### src/design/lag2d_pkg.sv
// ----------------------------------------------------------------------------
// Lagrange 2D shape evaluator: shared package
// Fixed-point types, operation codes, stage records and rounding helpers used
// by every stage of the shape function pipeline.
// ----------------------------------------------------------------------------
package lag2d_pkg;

  // Fraction bits of coordinates, intermediates and results.
  localparam int COORD_FRAC_BITS = 14;
  localparam int COORD_W         = 16;
  localparam int VALUE_W         = 19;
  localparam int STATUS_W        = 2;

  // Working width: coordinate range times the largest factor in any formula.
  localparam int OPND_W = ((COORD_FRAC_BITS > COORD_W - 1) ? COORD_FRAC_BITS : COORD_W - 1) + 7;
  localparam int POST_W = OPND_W + 3;
  localparam int PROD_W = 2 * OPND_W;

  typedef logic signed [OPND_W-1:0] opnd_t;
  typedef logic signed [POST_W-1:0] post_t;
  typedef logic signed [PROD_W-1:0] prod_t;

  localparam opnd_t ONE      = opnd_t'(1) <<< COORD_FRAC_BITS;
  localparam opnd_t HALF_ONE = opnd_t'(1) <<< (COORD_FRAC_BITS - 1);
  localparam opnd_t OPND_LSB = opnd_t'(1);
  localparam prod_t PROD_RND = prod_t'(1) <<< (COORD_FRAC_BITS - 1);
  localparam post_t POST_LSB = post_t'(1);
  localparam post_t POST_TWO = post_t'(2);
  localparam post_t VALUE_MAX = (post_t'(1) <<< (VALUE_W - 1)) - post_t'(1);
  localparam post_t VALUE_MIN = -(post_t'(1) <<< (VALUE_W - 1));

  // Element kinds.
  localparam logic [2:0] KIND_QUAD4 = 3'd0;
  localparam logic [2:0] KIND_QUAD8 = 3'd1;
  localparam logic [2:0] KIND_QUAD9 = 3'd2;
  localparam logic [2:0] KIND_TRI3  = 3'd3;
  localparam logic [2:0] KIND_TRI6  = 3'd4;

  // Orders.
  localparam logic ORDER_LINEAR    = 1'b0;
  localparam logic ORDER_QUADRATIC = 1'b1;

  // Actions.
  localparam logic [1:0] ACT_VALUE = 2'd0;
  localparam logic [1:0] ACT_DXI   = 2'd1;
  localparam logic [1:0] ACT_DETA  = 2'd2;

  // Status codes.
  localparam logic [STATUS_W-1:0] STATUS_OK          = 2'd0;
  localparam logic [STATUS_W-1:0] STATUS_UNSUPPORTED = 2'd1;
  localparam logic [STATUS_W-1:0] STATUS_BAD_NODE    = 2'd2;

  // Tensor node positions along xi and eta (0 low end, 1 high end, 2 middle).
  localparam logic [1:0] Q9_XI_NODE  [9] = '{2'd0, 2'd1, 2'd1, 2'd0, 2'd2, 2'd1, 2'd2, 2'd0, 2'd2};
  localparam logic [1:0] Q9_ETA_NODE [9] = '{2'd0, 2'd0, 2'd1, 2'd1, 2'd0, 2'd2, 2'd1, 2'd2, 2'd2};

  // Treatment of a lane product before the second multiplication.
  typedef enum logic [1:0] {
    LANE_ID,
    LANE_HALF,
    LANE_ONE_MINUS
  } lane_op_t;

  // Treatment of the final product.
  typedef enum logic [2:0] {
    POST_ID,
    POST_HALF,
    POST_QUARTER,
    POST_NEG_HALF,
    POST_TWICE,
    POST_FOUR_TIMES
  } post_op_t;

  // Decoded word: two lane products and what follows them.
  typedef struct packed {
    opnd_t                a;
    opnd_t                b;
    opnd_t                e;
    opnd_t                g;
    lane_op_t             op1;
    lane_op_t             op2;
    post_op_t             post;
    logic [STATUS_W-1:0]  status;
  } job_t;

  // Operands of the second multiplication.
  typedef struct packed {
    opnd_t                c;
    opnd_t                d;
    post_op_t             post;
    logic [STATUS_W-1:0]  status;
  } mid_t;

  // Final product awaiting scaling and saturation.
  typedef struct packed {
    opnd_t                p;
    post_op_t             post;
    logic [STATUS_W-1:0]  status;
  } fin_t;

  // Fixed-point product, rounded to nearest with ties toward plus infinity.
  function automatic opnd_t fmul(opnd_t a, opnd_t b);
    prod_t p;
    p = a * b;
    p = p + PROD_RND;
    return opnd_t'(p >>> COORD_FRAC_BITS);
  endfunction

  // Halving with the same rounding.
  function automatic opnd_t half_rnd(opnd_t v);
    return (v + OPND_LSB) >>> 1;
  endfunction

endpackage

### src/design/lag2d_decode.sv
// ----------------------------------------------------------------------------
// Lagrange 2D shape evaluator: request decoder
// Checks the request, then maps the chosen formula onto two lane products and
// a final scaling, and registers the result as the first pipeline stage.
// ----------------------------------------------------------------------------
module lag2d_decode (
  input  logic                                 clk,
  input  logic                                 rst,
  input  logic                                 en,
  input  logic                                 in_valid,
  input  logic [2:0]                           element_kind,
  input  logic                                 element_order,
  input  logic [3:0]                           node_index,
  input  logic [1:0]                           action,
  input  logic signed [lag2d_pkg::COORD_W-1:0] xi_coord,
  input  logic signed [lag2d_pkg::COORD_W-1:0] eta_coord,
  output logic                                 job_valid,
  output lag2d_pkg::job_t                      job
);

  typedef struct packed {
    lag2d_pkg::opnd_t    a;
    lag2d_pkg::opnd_t    b;
    lag2d_pkg::lane_op_t op;
  } factor_t;

  // One-dimensional factor of a tensor element along one axis.
  function automatic factor_t factor(logic quadratic, logic [1:0] n, logic deriv,
                                     lag2d_pkg::opnd_t v);
    factor_t f;
    f.a  = '0;
    f.b  = lag2d_pkg::ONE;
    f.op = lag2d_pkg::LANE_ID;
    if (!quadratic) begin
      if (deriv) begin
        f.a = n[0] ? lag2d_pkg::HALF_ONE : -lag2d_pkg::HALF_ONE;
      end else begin
        f.a = n[0] ? lag2d_pkg::half_rnd(lag2d_pkg::ONE + v)
                   : lag2d_pkg::half_rnd(lag2d_pkg::ONE - v);
      end
    end else if (deriv) begin
      case (n)
        2'd0:    f.a = v - lag2d_pkg::HALF_ONE;
        2'd1:    f.a = v + lag2d_pkg::HALF_ONE;
        default: f.a = -(v <<< 1);
      endcase
    end else begin
      f.a = v;
      case (n)
        2'd0: begin
          f.b  = v - lag2d_pkg::ONE;
          f.op = lag2d_pkg::LANE_HALF;
        end
        2'd1: begin
          f.b  = v + lag2d_pkg::ONE;
          f.op = lag2d_pkg::LANE_HALF;
        end
        default: begin
          f.b  = v;
          f.op = lag2d_pkg::LANE_ONE_MINUS;
        end
      endcase
    end
    return f;
  endfunction

  lag2d_pkg::opnd_t x, y, xm, xp, ym, yp, z0;
  logic [3:0]       nodes;
  logic             act_ok;
  factor_t          fx, fy;
  lag2d_pkg::job_t  job_next;

  // Coordinates and the common terms of the formulas.
  always_comb begin
    x  = lag2d_pkg::opnd_t'(xi_coord);
    y  = lag2d_pkg::opnd_t'(eta_coord);
    xm = lag2d_pkg::ONE - x;
    xp = lag2d_pkg::ONE + x;
    ym = lag2d_pkg::ONE - y;
    yp = lag2d_pkg::ONE + y;
    z0 = lag2d_pkg::ONE - x - y;
  end

  // Tensor factors; only meaningful for the quadrilateral tensor cases.
  always_comb begin
    fx = factor(element_order, lag2d_pkg::Q9_XI_NODE[node_index],
                action == lag2d_pkg::ACT_DXI, x);
    fy = factor(element_order, lag2d_pkg::Q9_ETA_NODE[node_index],
                action == lag2d_pkg::ACT_DETA, y);
  end

  // Node count of each supported kind and order.
  always_comb begin
    nodes = 4'd0;
    if (element_order == lag2d_pkg::ORDER_LINEAR) begin
      unique case (element_kind) inside
        lag2d_pkg::KIND_QUAD4, lag2d_pkg::KIND_QUAD8, lag2d_pkg::KIND_QUAD9: nodes = 4'd4;
        lag2d_pkg::KIND_TRI3, lag2d_pkg::KIND_TRI6:                          nodes = 4'd3;
        default:                                                             nodes = 4'd0;
      endcase
    end else begin
      unique case (element_kind)
        lag2d_pkg::KIND_QUAD8: nodes = 4'd8;
        lag2d_pkg::KIND_QUAD9: nodes = 4'd9;
        lag2d_pkg::KIND_TRI6:  nodes = 4'd6;
        default:               nodes = 4'd0;
      endcase
    end
    act_ok = (action == lag2d_pkg::ACT_VALUE) || (action == lag2d_pkg::ACT_DXI) ||
             (action == lag2d_pkg::ACT_DETA);
  end

  // Formula selection.
  always_comb begin
    job_next.a      = '0;
    job_next.b      = lag2d_pkg::ONE;
    job_next.e      = lag2d_pkg::ONE;
    job_next.g      = lag2d_pkg::ONE;
    job_next.op1    = lag2d_pkg::LANE_ID;
    job_next.op2    = lag2d_pkg::LANE_ID;
    job_next.post   = lag2d_pkg::POST_ID;
    job_next.status = lag2d_pkg::STATUS_OK;
    if (nodes == 4'd0 || !act_ok) begin
      job_next.status = lag2d_pkg::STATUS_UNSUPPORTED;
    end else if (node_index >= nodes) begin
      job_next.status = lag2d_pkg::STATUS_BAD_NODE;
    end else if ((element_order == lag2d_pkg::ORDER_LINEAR &&
                  element_kind != lag2d_pkg::KIND_TRI3 &&
                  element_kind != lag2d_pkg::KIND_TRI6) ||
                 element_kind == lag2d_pkg::KIND_QUAD9) begin
      // Tensor product of one-dimensional factors.
      job_next.a   = fx.a;
      job_next.b   = fx.b;
      job_next.op1 = fx.op;
      job_next.e   = fy.a;
      job_next.g   = fy.b;
      job_next.op2 = fy.op;
    end else if (element_order == lag2d_pkg::ORDER_LINEAR) begin
      // Linear triangle.
      if (action == lag2d_pkg::ACT_VALUE) begin
        case (node_index)
          4'd0:    job_next.a = z0;
          4'd1:    job_next.a = x;
          default: job_next.a = y;
        endcase
      end else begin
        case (node_index)
          4'd0:    job_next.a = -lag2d_pkg::ONE;
          4'd1:    job_next.a = (action == lag2d_pkg::ACT_DXI) ? lag2d_pkg::ONE : '0;
          default: job_next.a = (action == lag2d_pkg::ACT_DETA) ? lag2d_pkg::ONE : '0;
        endcase
      end
    end else if (element_kind == lag2d_pkg::KIND_QUAD8) begin
      // Serendipity quadrilateral.
      if (action == lag2d_pkg::ACT_VALUE) begin
        case (node_index)
          4'd0: begin
            job_next.a = xm; job_next.b = ym; job_next.e = -lag2d_pkg::ONE - x - y;
            job_next.post = lag2d_pkg::POST_QUARTER;
          end
          4'd1: begin
            job_next.a = xp; job_next.b = ym; job_next.e = -lag2d_pkg::ONE + x - y;
            job_next.post = lag2d_pkg::POST_QUARTER;
          end
          4'd2: begin
            job_next.a = xp; job_next.b = yp; job_next.e = -lag2d_pkg::ONE + x + y;
            job_next.post = lag2d_pkg::POST_QUARTER;
          end
          4'd3: begin
            job_next.a = xm; job_next.b = yp; job_next.e = -lag2d_pkg::ONE - x + y;
            job_next.post = lag2d_pkg::POST_QUARTER;
          end
          4'd4: begin
            job_next.a = x; job_next.b = x; job_next.op1 = lag2d_pkg::LANE_ONE_MINUS;
            job_next.e = ym; job_next.post = lag2d_pkg::POST_HALF;
          end
          4'd5: begin
            job_next.a = xp; job_next.e = y; job_next.g = y;
            job_next.op2 = lag2d_pkg::LANE_ONE_MINUS; job_next.post = lag2d_pkg::POST_HALF;
          end
          4'd6: begin
            job_next.a = x; job_next.b = x; job_next.op1 = lag2d_pkg::LANE_ONE_MINUS;
            job_next.e = yp; job_next.post = lag2d_pkg::POST_HALF;
          end
          default: begin
            job_next.a = xm; job_next.e = y; job_next.g = y;
            job_next.op2 = lag2d_pkg::LANE_ONE_MINUS; job_next.post = lag2d_pkg::POST_HALF;
          end
        endcase
      end else if (action == lag2d_pkg::ACT_DXI) begin
        case (node_index)
          4'd0: begin
            job_next.a = ym; job_next.b = -xm - (-lag2d_pkg::ONE - x - y);
            job_next.post = lag2d_pkg::POST_QUARTER;
          end
          4'd1: begin
            job_next.a = ym; job_next.b = xp + (-lag2d_pkg::ONE + x - y);
            job_next.post = lag2d_pkg::POST_QUARTER;
          end
          4'd2: begin
            job_next.a = yp; job_next.b = xp + (-lag2d_pkg::ONE + x + y);
            job_next.post = lag2d_pkg::POST_QUARTER;
          end
          4'd3: begin
            job_next.a = yp; job_next.b = -xm - (-lag2d_pkg::ONE - x + y);
            job_next.post = lag2d_pkg::POST_QUARTER;
          end
          4'd4: begin
            job_next.a = -x; job_next.b = ym;
          end
          4'd5: begin
            job_next.a = y; job_next.b = y; job_next.op1 = lag2d_pkg::LANE_ONE_MINUS;
            job_next.post = lag2d_pkg::POST_HALF;
          end
          4'd6: begin
            job_next.a = -x; job_next.b = yp;
          end
          default: begin
            job_next.a = y; job_next.b = y; job_next.op1 = lag2d_pkg::LANE_ONE_MINUS;
            job_next.post = lag2d_pkg::POST_NEG_HALF;
          end
        endcase
      end else begin
        case (node_index)
          4'd0: begin
            job_next.a = xm; job_next.b = -ym - (-lag2d_pkg::ONE - x - y);
            job_next.post = lag2d_pkg::POST_QUARTER;
          end
          4'd1: begin
            job_next.a = xp; job_next.b = -ym - (-lag2d_pkg::ONE + x - y);
            job_next.post = lag2d_pkg::POST_QUARTER;
          end
          4'd2: begin
            job_next.a = xp; job_next.b = yp + (-lag2d_pkg::ONE + x + y);
            job_next.post = lag2d_pkg::POST_QUARTER;
          end
          4'd3: begin
            job_next.a = xm; job_next.b = yp + (-lag2d_pkg::ONE - x + y);
            job_next.post = lag2d_pkg::POST_QUARTER;
          end
          4'd4: begin
            job_next.a = x; job_next.b = x; job_next.op1 = lag2d_pkg::LANE_ONE_MINUS;
            job_next.post = lag2d_pkg::POST_NEG_HALF;
          end
          4'd5: begin
            job_next.a = xp; job_next.b = -y;
          end
          4'd6: begin
            job_next.a = x; job_next.b = x; job_next.op1 = lag2d_pkg::LANE_ONE_MINUS;
            job_next.post = lag2d_pkg::POST_HALF;
          end
          default: begin
            job_next.a = xm; job_next.b = -y;
          end
        endcase
      end
    end else begin
      // Quadratic triangle in area coordinates z0, z1 = xi, z2 = eta.
      if (action == lag2d_pkg::ACT_VALUE) begin
        case (node_index)
          4'd0: begin
            job_next.a = z0; job_next.b = z0 - lag2d_pkg::HALF_ONE;
            job_next.post = lag2d_pkg::POST_TWICE;
          end
          4'd1: begin
            job_next.a = x; job_next.b = x - lag2d_pkg::HALF_ONE;
            job_next.post = lag2d_pkg::POST_TWICE;
          end
          4'd2: begin
            job_next.a = y; job_next.b = y - lag2d_pkg::HALF_ONE;
            job_next.post = lag2d_pkg::POST_TWICE;
          end
          4'd3: begin
            job_next.a = z0; job_next.b = x; job_next.post = lag2d_pkg::POST_FOUR_TIMES;
          end
          4'd4: begin
            job_next.a = x; job_next.b = y; job_next.post = lag2d_pkg::POST_FOUR_TIMES;
          end
          default: begin
            job_next.a = y; job_next.b = z0; job_next.post = lag2d_pkg::POST_FOUR_TIMES;
          end
        endcase
      end else if (action == lag2d_pkg::ACT_DXI) begin
        case (node_index)
          4'd0:    job_next.a = -((z0 <<< 2) - lag2d_pkg::ONE);
          4'd1:    job_next.a = (x <<< 2) - lag2d_pkg::ONE;
          4'd2:    job_next.a = '0;
          4'd3:    job_next.a = (z0 <<< 2) - (x <<< 2);
          4'd4:    job_next.a = y <<< 2;
          default: job_next.a = -(y <<< 2);
        endcase
      end else begin
        case (node_index)
          4'd0:    job_next.a = -((z0 <<< 2) - lag2d_pkg::ONE);
          4'd1:    job_next.a = '0;
          4'd2:    job_next.a = (y <<< 2) - lag2d_pkg::ONE;
          4'd3:    job_next.a = -(x <<< 2);
          4'd4:    job_next.a = x <<< 2;
          default: job_next.a = (z0 <<< 2) - (y <<< 2);
        endcase
      end
    end
  end

  // Stage register.
  always_ff @(posedge clk) begin
    if (rst) begin
      job_valid <= 1'b0;
    end else if (en) begin
      job_valid <= in_valid;
    end
  end

  always_ff @(posedge clk) begin
    if (en) begin
      job <= job_next;
    end
  end

endmodule

### src/design/lag2d_lane.sv
// ----------------------------------------------------------------------------
// Lagrange 2D shape evaluator: lane products
// Forms the two first-level products in parallel and applies each lane's
// halving or one-minus step before they meet in the final multiplier.
// ----------------------------------------------------------------------------
module lag2d_lane (
  input  logic            clk,
  input  logic            rst,
  input  logic            en,
  input  logic            job_valid,
  input  lag2d_pkg::job_t job,
  output logic            mid_valid,
  output lag2d_pkg::mid_t mid
);

  lag2d_pkg::opnd_t m1, m2;
  lag2d_pkg::mid_t  mid_next;

  // Shared lane step after a rounded product.
  function automatic lag2d_pkg::opnd_t lane_step(lag2d_pkg::lane_op_t op,
                                                 lag2d_pkg::opnd_t v);
    lag2d_pkg::opnd_t r;
    case (op)
      lag2d_pkg::LANE_HALF:      r = lag2d_pkg::half_rnd(v);
      lag2d_pkg::LANE_ONE_MINUS: r = lag2d_pkg::ONE - v;
      default:                   r = v;
    endcase
    return r;
  endfunction

  // Two independent multipliers.
  always_comb begin
    m1              = lag2d_pkg::fmul(job.a, job.b);
    m2              = lag2d_pkg::fmul(job.e, job.g);
    mid_next.c      = lane_step(job.op1, m1);
    mid_next.d      = lane_step(job.op2, m2);
    mid_next.post   = job.post;
    mid_next.status = job.status;
  end

  // Stage register.
  always_ff @(posedge clk) begin
    if (rst) begin
      mid_valid <= 1'b0;
    end else if (en) begin
      mid_valid <= job_valid;
    end
  end

  always_ff @(posedge clk) begin
    if (en) begin
      mid <= mid_next;
    end
  end

endmodule

### src/design/lag2d_mul.sv
// ----------------------------------------------------------------------------
// Lagrange 2D shape evaluator: final multiplier
// Multiplies the two lane results with rounding and registers the product.
// ----------------------------------------------------------------------------
module lag2d_mul (
  input  logic            clk,
  input  logic            rst,
  input  logic            en,
  input  logic            mid_valid,
  input  lag2d_pkg::mid_t mid,
  output logic            fin_valid,
  output lag2d_pkg::fin_t fin
);

  lag2d_pkg::fin_t fin_next;

  // Second-level product.
  always_comb begin
    fin_next.p      = lag2d_pkg::fmul(mid.c, mid.d);
    fin_next.post   = mid.post;
    fin_next.status = mid.status;
  end

  // Stage register.
  always_ff @(posedge clk) begin
    if (rst) begin
      fin_valid <= 1'b0;
    end else if (en) begin
      fin_valid <= mid_valid;
    end
  end

  always_ff @(posedge clk) begin
    if (en) begin
      fin <= fin_next;
    end
  end

endmodule

### src/design/lag2d_post.sv
// ----------------------------------------------------------------------------
// Lagrange 2D shape evaluator: output stage
// Applies the final scaling, forces rejected requests to zero, saturates to
// the result width and holds the result word until it is taken.
// ----------------------------------------------------------------------------
module lag2d_post (
  input  logic                                  clk,
  input  logic                                  rst,
  input  logic                                  en,
  input  logic                                  fin_valid,
  input  lag2d_pkg::fin_t                       fin,
  output logic                                  out_valid,
  output logic signed [lag2d_pkg::VALUE_W-1:0]  shape_value,
  output logic [lag2d_pkg::STATUS_W-1:0]        status
);

  lag2d_pkg::post_t w, r, sat;

  // Scaling and saturation.
  always_comb begin
    w = lag2d_pkg::post_t'(fin.p);
    case (fin.post)
      lag2d_pkg::POST_HALF:       r = (w + lag2d_pkg::POST_LSB) >>> 1;
      lag2d_pkg::POST_QUARTER:    r = (w + lag2d_pkg::POST_TWO) >>> 2;
      lag2d_pkg::POST_NEG_HALF:   r = -((w + lag2d_pkg::POST_LSB) >>> 1);
      lag2d_pkg::POST_TWICE:      r = w <<< 1;
      lag2d_pkg::POST_FOUR_TIMES: r = w <<< 2;
      default:                    r = w;
    endcase
    if (fin.status != lag2d_pkg::STATUS_OK) begin
      sat = '0;
    end else if (r > lag2d_pkg::VALUE_MAX) begin
      sat = lag2d_pkg::VALUE_MAX;
    end else if (r < lag2d_pkg::VALUE_MIN) begin
      sat = lag2d_pkg::VALUE_MIN;
    end else begin
      sat = r;
    end
  end

  // Output register.
  always_ff @(posedge clk) begin
    if (rst) begin
      out_valid <= 1'b0;
    end else if (en) begin
      out_valid <= fin_valid;
    end
  end

  always_ff @(posedge clk) begin
    if (en) begin
      shape_value <= sat[lag2d_pkg::VALUE_W-1:0];
      status      <= fin.status;
    end
  end

endmodule

### src/design/lagrange_2d_shape_eval.sv
// ----------------------------------------------------------------------------
// Lagrange 2D shape evaluator: top level
// Evaluates one Lagrange shape function or first derivative per word.
// ----------------------------------------------------------------------------
// The block takes one request word per cycle while the output is not stalled and
// returns its result word through the registered stages: decode, two parallel lane
// multipliers, the final multiplier, then scaling and saturation in the output
// register. The two chained rounded multiplications set the pipeline depth. All
// stages advance together; when the output word is held by out_stall, the whole
// pipeline holds and in_stall is raised, so no word is lost or repeated. Rejected
// requests return zero with a nonzero status.
module lagrange_2d_shape_eval (
  input  logic                                  clk,
  input  logic                                  rst,
  input  logic                                  in_valid,
  output logic                                  in_stall,
  input  logic [2:0]                            element_kind,
  input  logic                                  element_order,
  input  logic [3:0]                            node_index,
  input  logic [1:0]                            action,
  input  logic signed [lag2d_pkg::COORD_W-1:0]  xi_coord,
  input  logic signed [lag2d_pkg::COORD_W-1:0]  eta_coord,
  output logic                                  out_valid,
  input  logic                                  out_stall,
  output logic signed [lag2d_pkg::VALUE_W-1:0]  shape_value,
  output logic [lag2d_pkg::STATUS_W-1:0]        status
);

  logic            advance;
  logic            job_valid, mid_valid, fin_valid;
  lag2d_pkg::job_t job;
  lag2d_pkg::mid_t mid;
  lag2d_pkg::fin_t fin;

  // The pipeline moves unless a finished word is waiting at the output.
  assign advance  = !(out_valid && out_stall);
  assign in_stall = !advance;

  lag2d_decode u_decode (
    .clk           (clk),
    .rst           (rst),
    .en            (advance),
    .in_valid      (in_valid),
    .element_kind  (element_kind),
    .element_order (element_order),
    .node_index    (node_index),
    .action        (action),
    .xi_coord      (xi_coord),
    .eta_coord     (eta_coord),
    .job_valid     (job_valid),
    .job           (job)
  );

  lag2d_lane u_lane (
    .clk       (clk),
    .rst       (rst),
    .en        (advance),
    .job_valid (job_valid),
    .job       (job),
    .mid_valid (mid_valid),
    .mid       (mid)
  );

  lag2d_mul u_mul (
    .clk       (clk),
    .rst       (rst),
    .en        (advance),
    .mid_valid (mid_valid),
    .mid       (mid),
    .fin_valid (fin_valid),
    .fin       (fin)
  );

  lag2d_post u_post (
    .clk         (clk),
    .rst         (rst),
    .en          (advance),
    .fin_valid   (fin_valid),
    .fin         (fin),
    .out_valid   (out_valid),
    .shape_value (shape_value),
    .status      (status)
  );

endmodule

### config.mk
export PLATFORM = sky130hd
export DESIGN_NAME = lagrange_2d_shape_eval
export DESIGN_NICKNAME = d
export VERILOG_FILES = /design/src/design/lag2d_pkg.sv /design/src/design/lag2d_decode.sv /design/src/design/lag2d_lane.sv /design/src/design/lag2d_mul.sv /design/src/design/lag2d_post.sv /design/src/design/lagrange_2d_shape_eval.sv
export SDC_FILE = /design/constraint.sdc
export NUM_CORES = 2
export LEC_CHECK = 0
export BUFFER_PORTS_ARGS = -buffer_cell sky130_fd_sc_hd__buf_2
export CORE_MARGIN = 10
export CORE_UTILIZATION = 25
export DETAILED_ROUTE_END_ITERATION = 12
export HOLD_SLACK_MARGIN = 0.03
export PLACE_DENSITY_LB_ADDON = 0.2
export SLEW_MARGIN = 20
export SYNTH_ARGS = -nofsm -noshare
export SYNTH_HDL_FRONTEND = slang
export SYNTH_HIERARCHICAL = 1
export SYNTH_SLANG_ARGS = --single-unit
### constraint.sdc
create_clock -name clk -period 20.1 [get_ports clk]
set_clock_uncertainty 0.2 [all_clocks]
set_input_delay 4.02 -clock clk [delete_from_list [all_inputs] [get_ports clk]]
set_output_delay 4.02 -clock clk [all_outputs]
set_load 0.01 [all_outputs]
==> metrics.txt <==
# TYPE chip_impl_metric gauge
chip_impl_info{name="run_status",value="finished clean"} 1
chip_impl_metric{name="synthesis.instances",unit=""} 9929
chip_impl_metric{name="postCtsHoldBufs",unit=""} 0
chip_impl_metric{name="detailedRoute.firstIterationViolations",unit=""} 6846
chip_impl_metric{name="vias",unit=""} 73269
chip_impl_metric{name="vias_in_the_first_global_route",unit=""} 74835
chip_impl_metric{name="max_clock_freq",unit="MHz"} 87.8
chip_impl_info{name="timing.rr.start",value="u_decode/job[58]$_SDFFCE_PP0P_"} 1
chip_impl_metric{name="hold_viol_final",unit=""} 0
chip_impl_metric{name="worstRegToRegCells",unit=""} 26
chip_impl_metric{name="synth.cell_area",unit="um2"} 81000
chip_impl_metric{name="initial_utilization",unit="%"} 25.2
chip_impl_metric{name="pin_count_of_the_biggest_net_entering_global_routing",unit=""} 70
chip_impl_metric{name="power.share.clock",unit="%"} 10.6
chip_impl_metric{name="synthArstFlopShare",unit="%"} 0
chip_impl_metric{name="place.port_buffers",unit=""} 68
chip_impl_metric{name="floorplan.rows",unit=""} 208
chip_impl_metric{name="synth_compound_gate_area_share",unit="%"} 16.4
chip_impl_info{name="regToRegEndpoint",value="u_lane/mid[47]$_DFFE_PP_"} 1
chip_impl_metric{name="final_max_slew_viols",unit=""} 0
chip_impl_info{name="timing.hold.worst.class",value="reg -> reg"} 1
chip_impl_metric{name="path_max_fanout",unit=""} 21
chip_impl_metric{name="postSynthNetCount",unit=""} 11836
chip_impl_metric{name="global_route.usage.total",unit="%"} 19.8
chip_impl_metric{name="total_clock_buffers_created_by_cts",unit=""} 25
chip_impl_metric{name="hpwl",unit="um"} 275000
chip_impl_metric{name="fin_crit_sh",unit="%"} 56.7
chip_impl_metric{name="clk-insertion-delay-late",unit="ns"} 0.60
chip_impl_metric{name="post_cts_resized",unit=""} 0
chip_impl_metric{name="synth-simple-area-share",unit="%"} 19.5
chip_impl_info{name="timing.setup.critical_path_class",value="in -> reg"} 1
chip_impl_metric{name="post_synth_fa_ha_maj_area_fraction",unit="%"} 40.5
chip_impl_info{name="rsz_0062_raised_after_global_routing",value="no"} 1
chip_impl_metric{name="gp_congestion",unit=""} 0.957
chip_impl_metric{name="firstDrtPassIters",unit=""} 7
chip_impl_info{name="combinational_family_with_the_most_area_after_synthesis",value="adder cells"} 1
chip_impl_metric{name="power_per_cell_area",unit="nW/um2"} 48.2
chip_impl_metric{name="peakVddDrop",unit="uV"} 60.1
chip_impl_metric{name="p_total",unit="W"} 0.00420
chip_impl_metric{name="clock_tree.htree_level_count",unit=""} 4
chip_impl_metric{name="initial_antenna_violation_count",unit=""} 48
chip_impl_metric{name="gr-total-overflow",unit=""} 0
chip_impl_info{name="final_cell_mix",value="1,500 x inv_1, 1,265 x fa_1, 1,199 x nand2_1"} 1
chip_impl_metric{name="postSynthAreaPerCell",unit="um2"} 8.15
chip_impl_metric{name="routed_wire_length_per_instance",unit="um"} 25.4
chip_impl_metric{name="yosys_warnings",unit=""} 6
chip_impl_metric{name="finalNetCount",unit=""} 11586
chip_impl_metric{name="floorplan.core_area",unit="um2"} 322000
chip_impl_metric{name="met2_usage_grt",unit="%"} 31.7
chip_impl_metric{name="comb_power_share",unit="%"} 73.5
chip_impl_metric{name="die_boundary_height",unit="um"} 589
chip_impl_metric{name="drt_drc_violations_left",unit=""} 0
chip_impl_metric{name="post_synth_xor_area_fraction",unit="%"} 5.55
chip_impl_info{name="timing.hold.worst.start",value="u_decode/job[0]$_SDFFCE_PP1P_"} 1
chip_impl_metric{name="floorplan.die.width",unit="um"} 589
chip_impl_metric{name="power.net_switching",unit="W"} 0.00235
chip_impl_metric{name="static-leakage-power",unit="nW"} 38.4
chip_impl_info{name="synthTopCellsByArea",value="fa_1 31%, ha_1 9.2%, edfxtp_1 7.0%"} 1
chip_impl_metric{name="switching_share",unit="%"} 55.8
chip_impl_info{name="clk_root_buffer_cell",value="clkbuf_16"} 1
chip_impl_info{name="hold_path_end",value="u_lane/mid[0]$_DFFE_PP_"} 1
chip_impl_info{name="synth_top_area_cell",value="fa_1"} 1
chip_impl_metric{name="clk_pin_slew_worst_paths",unit="ns"} 0.08
chip_impl_info{name="crit_path_start_kind",value="input pin"} 1
chip_impl_metric{name="antenna_violating_nets_post_route",unit=""} 0
chip_impl_metric{name="synth_enable_flop_cells",unit=""} 189
chip_impl_metric{name="worst_pin_slew",unit="ns"} 1.25
chip_impl_metric{name="die_area",unit="um2"} 347000
chip_impl_metric{name="totalWireLength",unit="um"} 356000
chip_impl_metric{name="grt_pass1_wl",unit="um"} 520000
chip_impl_metric{name="seq_power_share",unit="%"} 15.9
chip_impl_info{name="synth_ff_type",value="edfxtp_1"} 1
chip_impl_metric{name="worst-endpoint-arrival",unit="ns"} 11.53
chip_impl_metric{name="internal_power",unit="W"} 0.00186
chip_impl_metric{name="fraction_of_final_layout_cells_sized_beyond_drive_strength_1",unit="%"} 5.90
chip_impl_metric{name="setup.reg_to_reg.worst_slack",unit="ns"} 10.04
chip_impl_metric{name="mux_cell_area_share_after_synthesis",unit="%"} 0.960
chip_impl_metric{name="timing.slew.headroom",unit="%"} 15.9
chip_impl_metric{name="number_of_top_level_design_ports",unit=""} 69
chip_impl_metric{name="worst_ep_required_time",unit="ns"} 20.24
chip_impl_metric{name="fin_setup_tns",unit="ns"} 0
chip_impl_metric{name="clock_sinks",unit=""} 193
chip_impl_info{name="setup.worst_path.end_class",value="flop"} 1
chip_impl_metric{name="globalRouteMet3Util",unit="%"} 2.98
chip_impl_metric{name="cts.repair_timing.setup_buffer_count",unit=""} 0
chip_impl_metric{name="cap_viol_max_count",unit=""} 0
chip_impl_metric{name="finalSetupViolCount",unit=""} 0
chip_impl_metric{name="yosys.cell_types.count",unit=""} 133
chip_impl_metric{name="finish.instance_area",unit="um2"} 87100
chip_impl_metric{name="dpl_cell_area",unit="um2"} 86400
chip_impl_info{name="tritoncts",value="built"} 1
chip_impl_metric{name="syn2layout_area_growth",unit="%"} 7.64
chip_impl_metric{name="grtUsageMet1",unit="%"} 27.0
chip_impl_metric{name="seq_area",unit="um2"} 5760
chip_impl_metric{name="holdPathStages",unit=""} 0
chip_impl_metric{name="postSynthRegisterBits",unit=""} 193
chip_impl_metric{name="layout.filler_cells",unit=""} 35095
chip_impl_info{name="layout.cells.most_common",value="inv_1"} 1
chip_impl_info{name="top_usage_layer",value="met2"} 1
chip_impl_metric{name="synth_top_area_share",unit="%"} 31.3
chip_impl_metric{name="total_area_of_multi_input_combinational_cells",unit="um2"} 67200
chip_impl_metric{name="synth.yosys.seq_area_share",unit="%"} 7.11
chip_impl_metric{name="final.min_clock_period",unit="ns"} 11.39
chip_impl_metric{name="avgViaCountPerCell",unit=""} 5.23
chip_impl_metric{name="clk_buf_depth",unit=""} 3
## final cells by class
| type | instances | share of cell area (%) |
|---|---|---|
| clock inverter | 7 | 0.0790 |
| multi-input combinational | 7618 | 77.2 |
| timing repair buffer | 322 | 2.67 |
| inverter | 1519 | 6.54 |
| antenna | 11 | 0.0316 |
| clock buffer | 25 | 0.718 |
| tap | 4305 | 6.18 |
| sequential | 193 | 6.61 |
## worst max path at each step
| stage | startpoint | endpoint | cells after the start |
|---|---|---|---|
| 3_5_place_dp | xi_coord[1] | u_decode/job[68]$_SDFFCE_PP0P_ | 23 |
| 3_3_place_gp | xi_coord[1] | u_decode/job[68]$_SDFFCE_PP0P_ | 23 |
| 6_report | xi_coord[1] | u_decode/job[68]$_SDFFCE_PP0P_ | 23 |
| 4_1_cts | xi_coord[1] | u_decode/job[68]$_SDFFCE_PP0P_ | 23 |
| 2_1_floorplan | xi_coord[1] | u_decode/job[68]$_SDFFCE_PP0P_ | 25 |
| 5_1_grt | xi_coord[1] | u_decode/job[68]$_SDFFCE_PP0P_ | 23 |
## stage by stage
| step | util, % | hold slack, ns | worst slack [ns] | instances |
|---|---|---|---|---|
| final | 27.1 | 0.224 | 8.71 | 14000 |
| after global routing | 27.1 | 0.226 | 8.18 | 13993 |
| after CTS | 27.1 | 0.222 | 8.96 | 13987 |
| after detailed placement | 26.8 | 0.207 | 8.34 | 13955 |
| after global placement | 26.8 | 0.206 | 8.35 | 13952 |
| after floorplan | - | 0.200 | 10.22 | 9929 |
## synth_stat cells (all sizes together) (21+ instances only)
library cell and count:
a2111oi 24, a211o 30, a211oi 95, a21o 92, a21oi 522, a221oi 68, a222oi 24, a22oi 39
a311oi 21, a31oi 83, and2 644, and3 35, buf 92, clkbuf 507, edfxtp 189, fa 1265
ha 596, inv 1507, mux2 27, mux2i 45, nand2 1205, nand2b 92, nand3 137, nand4 56
nor2 521, nor2b 71, nor3 172, nor3b 22, nor4 58, o2111ai 25, o211ai 63, o21a 67
o21ai 456, o21bai 35, o221ai 55, o22ai 66, o31ai 36, or2 31, or3 61, xnor2 368
xor2 134
## critical path, stage by stage
cell       delay (ns)
buf_2            0.29
inv_1            0.26
ha_1             0.53
nor3b_2          0.45
nor2_1           0.10
nor2_1           0.52
ha_1             0.46
a21oi_1          0.23
a2111oi_0        0.20
o41ai_1          0.79
xnor2_1          0.25
and2_1           0.20
a21oi_1          0.05
ha_1             0.37
a211oi_1         0.33
or4b_2           0.62
o21ai_0          0.76
a21oi_1          0.18
xnor2_1          0.19
nor2_1           0.07
a2111oi_0        0.38
or4_1            0.17
o211ai_1         0.08
## power by group through the flow
stage                     clock (W)  sequential [W]  combinational, W
final                      0.000447        0.000669           0.00309
after global routing       0.000479        0.000680           0.00338
after CTS                  0.000469        0.000673           0.00306
after detailed placement          0        0.000682           0.00304
after global placement            0        0.000684           0.00302
after floorplan                   0        0.000571           0.00212
## registers in the layout (all words and copies together) (netlist names)
| register | flops |
|---|---|
| u_decode/job | 92 |
| u_mul/fin | 27 |
| u_post/status | 2 |
| u_decode/job_valid | 1 |
| u_post/shape_value | 19 |
| u_post/out_valid | 1 |
| u_lane/mid_valid | 1 |
| u_mul/fin_valid | 1 |
| u_lane/mid | 49 |
## cell families (layout without fill, tap and decap cells)
logic type,count (synthesis),count (layout)
AND/OR/NAND/NOR,3184,3184
buffers and inverters,2118,1873
multiplexers,73,73
other,0,11
flip-flops,193,193
AO/OA/AOI/OAI,1997,1997
adder cells (fa/ha/maj),1861,1861
XOR/XNOR,503,503
## layer usage
layer	part of all wire (%)	up-vias	wire length, um
li1	-	32167	-
met1	44	37386	158000
met2	45	3001	159000
met3	6.6	687	23400
met4	4.4	28	15800
met5	0.047	-	169
Note: power is estimated with default switching activity, not from simulation.
